### src/rtl/core/tcgr_pkg.sv
// Shared types, constants and the color palette of the text cell glyph renderer.
`timescale 1ns / 1ps

package tcgr_pkg;

  // Default parameter values.
  localparam int FONT_BYTES_DEF   = 4096;
  localparam int GLYPH_HEIGHT_DEF = 16;
  localparam int GRID_COLS_DEF    = 80;
  localparam int GRID_ROWS_DEF    = 26;
  localparam int ADDR_BITS_DEF    = 23;

  // Fixed geometry and field widths.
  localparam int GLYPH_WIDTH = 8;
  localparam int PIXEL_W     = 24;
  localparam int SCREEN_W    = 13;
  localparam int PITCH_W     = 15;
  localparam int CFG_DATA_W  = 15;

  // Operation codes of an input word.
  localparam logic OP_LOAD   = 1'b0;
  localparam logic OP_RENDER = 1'b1;

  // Configuration register indexes.
  typedef enum logic [1:0] {
    CFG_RENDER_ENABLE = 2'd0,
    CFG_SCREEN_WIDTH  = 2'd1,
    CFG_SCREEN_HEIGHT = 2'd2,
    CFG_LINE_PITCH    = 2'd3
  } cfg_idx_t;

  // Controller states.
  typedef enum logic [1:0] {
    ST_IDLE,
    ST_SETUP,
    ST_RUN
  } ctl_state_t;

  // Commands from the controller to the datapath.
  typedef struct packed {
    logic font_wr;    // store the font byte of the current input word
    logic cell_load;  // capture a render word
    logic setup;      // form the start address of the cell
    logic emit;       // move one glyph row into the output register
  } ctl_cmd_t;

  // Status from the datapath to the controller.
  typedef struct packed {
    logic slot_free;  // output register is empty or is being taken
    logic last_row;   // the row in flight is the final one of the cell
  } ctl_sts_t;

  // Fixed 16-color text palette, red 23:16, green 15:8, blue 7:0.
  function automatic logic [PIXEL_W-1:0] palette_color(input logic [3:0] code);
    logic [PIXEL_W-1:0] color;
    case (code)
      4'd0:    color = 24'h000000;
      4'd1:    color = 24'h0000aa;
      4'd2:    color = 24'h00aa00;
      4'd3:    color = 24'h00aaaa;
      4'd4:    color = 24'haa0000;
      4'd5:    color = 24'haa00aa;
      4'd6:    color = 24'haa5500;
      4'd7:    color = 24'haaaaaa;
      4'd8:    color = 24'h555555;
      4'd9:    color = 24'h5555ff;
      4'd10:   color = 24'h55ff55;
      4'd11:   color = 24'h55ffff;
      4'd12:   color = 24'hff5555;
      4'd13:   color = 24'hff55ff;
      4'd14:   color = 24'hffff00;
      default: color = 24'hffffff;
    endcase
    return color;
  endfunction

endpackage

### src/rtl/core/tcgr_ctrl.sv
// Controller state machine that sequences font loads and cell expansion.
`timescale 1ns / 1ps

module tcgr_ctrl
  import tcgr_pkg::*;
(
  input  logic     clk,
  input  logic     rst_n,
  input  logic     in_valid,
  input  logic     in_operation,
  input  logic     render_enable,
  input  ctl_sts_t sts,
  output logic     in_stall,
  output ctl_cmd_t cmd
);

  ctl_state_t state_r, state_nxt;

  always_ff @(posedge clk) begin
    if (!rst_n) begin
      state_r <= ST_IDLE;
    end else begin
      state_r <= state_nxt;
    end
  end

  // Next state.
  always_comb begin
    state_nxt = state_r;
    case (state_r)
      ST_IDLE: begin
        if (in_valid && in_operation == OP_RENDER && render_enable) begin
          state_nxt = ST_SETUP;
        end
      end
      ST_SETUP: begin
        state_nxt = ST_RUN;
      end
      ST_RUN: begin
        if (sts.slot_free && sts.last_row) begin
          state_nxt = ST_IDLE;
        end
      end
      default: begin
        state_nxt = ST_IDLE;
      end
    endcase
  end

  // Outputs.
  always_comb begin
    cmd      = '0;
    in_stall = 1'b1;
    case (state_r)
      ST_IDLE: begin
        in_stall      = 1'b0;
        cmd.font_wr   = in_valid && in_operation == OP_LOAD;
        cmd.cell_load = in_valid && in_operation == OP_RENDER && render_enable;
      end
      ST_SETUP: begin
        cmd.setup = 1'b1;
      end
      ST_RUN: begin
        cmd.emit = sts.slot_free;
      end
      default: begin
        in_stall = 1'b1;
      end
    endcase
  end

endmodule

### config.mk
export PLATFORM = sky130hd
export DESIGN_NAME = tcgr_ctrl
export DESIGN_NICKNAME = d
export VERILOG_FILES = /design/src/rtl/core/tcgr_pkg.sv /design/src/rtl/core/tcgr_ctrl.sv
export SDC_FILE = /design/constraint.sdc
export NUM_CORES = 1
export LEC_CHECK = 0
export BUFFER_PORTS_ARGS = -buffer_cell sky130_fd_sc_hd__buf_2
export CAP_MARGIN = 0
export CORE_AREA = 3 3 40 42
export CTS_BUF_LIST = sky130_fd_sc_hd__clkbuf_4
export CTS_CLUSTER_DIAMETER = 30
export DETAILED_ROUTE_END_ITERATION = 12
export DIE_AREA = 0 0 43 45
export PLACE_DENSITY = 0.35
export SKIP_CTS_REPAIR_TIMING = 1
export SYNTH_ARGS = -nofsm -noshare
export SYNTH_HDL_FRONTEND = slang
export SYNTH_SLANG_ARGS = --single-unit
### constraint.sdc
create_clock -name clk -period 1.4 [get_ports clk]
set_clock_uncertainty 0.15 [all_clocks]
set_input_delay 0.28 -clock clk [delete_from_list [all_inputs] [get_ports clk]]
set_output_delay 0.28 -clock clk [all_outputs]
set_load 0.02 [all_outputs]
==> tab_implementation.tex <==
\begin{tabular}{lr}
\hline
Metric & Value \\
\hline
\multicolumn{2}{l}{\textbf{Route}} \\
\quad Sum of met3 wire segment lengths after detailed routing & about 69 um \\
\quad Drt pass-1 iters & 1 \\
\quad Post-detailed-route count of antenna-violating nets & 0 \\
\quad Via density per instance & 3.43 \\
\quad Routed via count & 151 \\
\quad Total DRC errors in the routed layout & 0 \\
\quad DRC marker count from the first detailed-route iteration & 0 \\
\quad Uppermost metal layer occupied by signal nets & met3 \\
\quad Post-Route M1 WL & roughly 140 um \\
\quad Routed length on met2 & 160 um \\
\quad Overall routed net length & 373 um \\
\quad Average routed wire per standard cell & 8.48 um \\
\multicolumn{2}{l}{\textbf{Pwr}} \\
\quad Largest vdd supply drop & 123 uV \\
\quad Fraction of power spent switching nets & 0.235 \\
\quad Pwr/cell area & between 900 and 1000 nW/um\^{}2 \\
\quad Switching pwr & 0.0543 mW \\
\quad Sequential Power Share & 0.261 \\
\quad Clock share of power & 0.544 \\
\quad P\_int & around 0.18 mW \\
\quad Logic pwr share & 0.194 \\
\quad Standby leakage power & around 0.13 nW \\
\multicolumn{2}{l}{\textbf{Yosys}} \\
\quad Yosys warning total & 0 \\
\quad Gate count after technology mapping & 15 \\
\quad Cell types occupying the most area after synthesis & sky130\_fd\_sc\_hd\_\_dfxtp\_1 (32\%), sky130\_fd\_sc\_hd\_\_nor3\_4 (13\%), sky130\_fd\_sc\_hd\_\_or2\_4 (7.1\%), sky130\_fd\_sc\_hd\_\_buf\_4 (6.1\%), sky130\_fd\_sc\_hd\_\_inv\_1 (6.1\%) \\
\quad Share of cell area taken by muxes after synthesis & 0 \\
\quad Post-synthesis sequential area ratio & 0.323 \\
\quad Area share of the largest cell type after synthesis & 0.323 \\
\quad Simple-gate area share of the yosys netlist & 0.455 \\
\quad Number of different library cells in the post-synthesis netlist & 13 \\
\quad Xor/xnor share of the synthesized area & 0 \\
\quad Syn\_area\_per\_cell & between 8 and 9 um\^{}2 \\
\quad Cell area after synthesis & $\sim$120 um\^{}2 \\
\quad Synthesized-area fraction occupied by adder cells & 0 \\
\quad Flop and latch count out of synthesis & 2 \\
\quad Complex-gate fraction of the synthesized area & 0.101 \\
\quad Synth area leader & sky130\_fd\_sc\_hd\_\_dfxtp\_1 \\
\quad Net Count, Synth & 22 \\
\quad Dominant combinational cell family by area after synthesis & simple AND/OR/NAND/NOR gates \\
\multicolumn{2}{l}{\textbf{Die}} \\
\quad I/O pin count & 12 \\
\quad Floorplan Core Area & between 1000 and 1500 um\^{}2 \\
\quad Std cell rows & 13 \\
\quad Starting density of the core & 0.0964 \\
\quad Height of the die & roughly 45 um \\
\quad Die Outline Area & $\sim$1900 um\^{}2 \\
\quad Die Width & about 43 um \\
\multicolumn{2}{l}{\textbf{Timing}} \\
\quad Setup total negative slack & -0.290 ns \\
\quad Total of endpoints with negative setup slack in the final report & 3 \\
\quad Slew at the pin with the worst max-slew slack & 0.156 ns \\
\quad Top achievable clock speed & 663 MHz \\
\quad Min cycle time layout & $\sim$1.5 ns \\
\quad Number of max-slew violations in the final report & 0 \\
\quad Worst slew margin relative to its limit & 0.896 \\
\quad Final worst-path setup slack & -0.108 ns \\
\quad Worst hold slack & about 0.13 ns \\
\quad Final number of hold-violating endpoints & 0 \\
\quad Setup repair after global routing missed its margin & yes \\
\quad Share of the clock period used by the worst path after layout & 1.08 \\
\multicolumn{2}{l}{\textbf{Place}} \\
\quad Post-placement cell count & 40 \\
\quad Buffers on Ports & 11 \\
\quad Routability congestion estimate from global placement & $\sim$0.76 \\
\quad Post-detailed-placement cell area & 195 um\^{}2 \\
\multicolumn{2}{l}{\textbf{Cells and area}} \\
\quad Final antenna diode count & 0 \\
\quad Fraction of layout cells with a size suffix above 1 & 0.655 \\
\quad Total Nets Final & 38 \\
\quad Biggest registers after layout & state\_r x2 \\
\quad Non-filler cells in the finished layout & 44 \\
\quad Biggest register & state\_r \\
\quad Max FFs per register & 2 \\
\quad Area growth from synthesis to final layout & 97.0\% \\
\quad Final design instance area without fill & 244 um\^{}2 \\
\multicolumn{2}{l}{\textbf{Worst setup path}} \\
\quad Category of the most critical setup path & reg2out \\
\quad Largest fanout of any net on the critical path & 3 \\
\quad Crit path launch type & flop \\
\quad Sort of element at the end of the critical path & output pin \\
\quad Data required time of the critical path & 0.97 ns \\
\quad Worst Path Arrival & $\sim$1.1 ns \\
\multicolumn{2}{l}{\textbf{GRT}} \\
\quad Vias in the first global route & 161 \\
\quad GRT Total Usage & 0.0532 \\
\quad Maximum number of pins on one net before global-route repair & 4 \\
\quad Initial antenna violation count & 0 \\
\quad Global-route congestion overflow total & 0 \\
\quad First-pass GRT wire length & approximately 600 um \\
\multicolumn{2}{l}{\textbf{Clock network}} \\
\quad Number of CTS-inserted buffers & 3 \\
\quad Clock root cell & sky130\_fd\_sc\_hd\_\_clkbuf\_4 \\
\quad H-Tree Depth & 1 \\
\quad Clock-pin transition on the worst setup and hold timing paths & $\sim$0.030 ns \\
\quad Clock buffer depth & 2 \\
\quad Insertion delay of the later-clocked pin in the worst-skew pair & 0.22 ns \\
\quad TritonCTS clock tree & built \\
\quad Clock Sink Count & 2 \\
\multicolumn{2}{l}{\textbf{Hold path}} \\
\quad Worst Hold Class & in2reg \\
\multicolumn{2}{l}{\textbf{Status}} \\
\quad Outcome & complete, but fails checks \\
\quad Violations in the final reports & setup timing \\
\multicolumn{2}{l}{\textbf{Flow run}} \\
\quad Max capacitance violation total & 0 \\
\hline
\end{tabular}
-- worst paths after layout --
check / start / endpoint / slack [ns] / depth (start not counted)
min: rst_n / state_r[1] / 0.13 / 2
max reg2reg: state_r[0] / state_r[0] / 0.34 / 3
min reg2reg: state_r[1] / state_r[1] / 0.46 / 2
max: state_r[0] / cmd[2] / -0.11 / 3
-- area by class of cell --
class	count	area (um^2)
multi-input combinational	10	73.8
clock buffer	3	22.5
inverter	2	7.51
timing repair buffer	12	80.1
fill	156	1040
sequential	2	41.3
tap	15	18.8
-- Yosys cell counts --
cell type                  n
sky130_fd_sc_hd__nand2b_1  1
sky130_fd_sc_hd__inv_1     2
sky130_fd_sc_hd__a21oi_1   1
sky130_fd_sc_hd__o21a_1    1
sky130_fd_sc_hd__nor2_1    1
sky130_fd_sc_hd__nor3_4    1
sky130_fd_sc_hd__or2_4     1
sky130_fd_sc_hd__and2_1    1
sky130_fd_sc_hd__nor2b_1   1
sky130_fd_sc_hd__buf_4     1
sky130_fd_sc_hd__dfxtp_1   2
sky130_fd_sc_hd__nor3_1    1
sky130_fd_sc_hd__nand2_1   1
-- worst max-delay path, stage by stage, from the launching register on --
cell and delay (ns):
sky130_fd_sc_hd__dfxtp_2 0.31, sky130_fd_sc_hd__or2_4 0.27, sky130_fd_sc_hd__nor3_4 0.14, sky130_fd_sc_hd__buf_6 0.14
-- power groups by stage --
stage                     clock network (mW)  registers, mW  logic, mW
final                                  0.126         0.0604     0.0449
after global routing                   0.146         0.0606     0.0484
after CTS                              0.137         0.0602     0.0383
after detailed placement                   0         0.0609     0.0382
after global placement                     0         0.0610     0.0375
after floorplan                            0         0.0607     0.0228
-- kinds of logic (layout without fill, tap and decap cells) --
family / after synthesis / in the layout
AND/OR/NAND/NOR: 8 / 8
buffers and inverters: 3 / 17
AO/OA/AOI/OAI: 2 / 2
flip-flops: 2 / 2
-- stage by stage --
stage | setup WS (ns) | power (mW) | util
after floorplan | 0.0932 | 0.0834 | -
after global routing | -0.164 | 0.255 | 0.190
after CTS | -0.200 | 0.235 | 0.169
final | -0.108 | 0.231 | 0.190
after global placement | 0.0576 | 0.0984 | 0.152
after detailed placement | 0.0471 | 0.0991 | 0.152
-- routing by layer --
| metal | GRT usage | vias up |
|---|---|---|
| met5 | 0 | - |
| met4 | 0.0904 | 0 |
| met3 | 0.0398 | 0 |
| met2 | 0.0599 | 12 |
| met1 | 0.0456 | 63 |
| li1 | - | 76 |
-- layout by cell type, fill, tap and decap left out --
cell | synthesis | final
sky130_fd_sc_hd__nand2_1 | 1 | 1
sky130_fd_sc_hd__clkbuf_4 | 0 | 3
sky130_fd_sc_hd__dfxtp_2 | 0 | 1
sky130_fd_sc_hd__inv_1 | 2 | 2
sky130_fd_sc_hd__nor2b_1 | 1 | 1
sky130_fd_sc_hd__dfxtp_1 | 2 | 1
sky130_fd_sc_hd__a21oi_1 | 1 | 1
sky130_fd_sc_hd__buf_4 | 1 | 3
sky130_fd_sc_hd__o21a_1 | 1 | 1
sky130_fd_sc_hd__nor3_4 | 1 | 1
sky130_fd_sc_hd__nand2b_1 | 1 | 1
sky130_fd_sc_hd__buf_2 | 0 | 7
sky130_fd_sc_hd__buf_6 | 0 | 2
sky130_fd_sc_hd__or2_4 | 1 | 1
sky130_fd_sc_hd__nor3_2 | 0 | 1
sky130_fd_sc_hd__nor2_1 | 1 | 1
sky130_fd_sc_hd__and2_1 | 1 | 1
No activity file was read; power rests on OpenSTA's default activity.
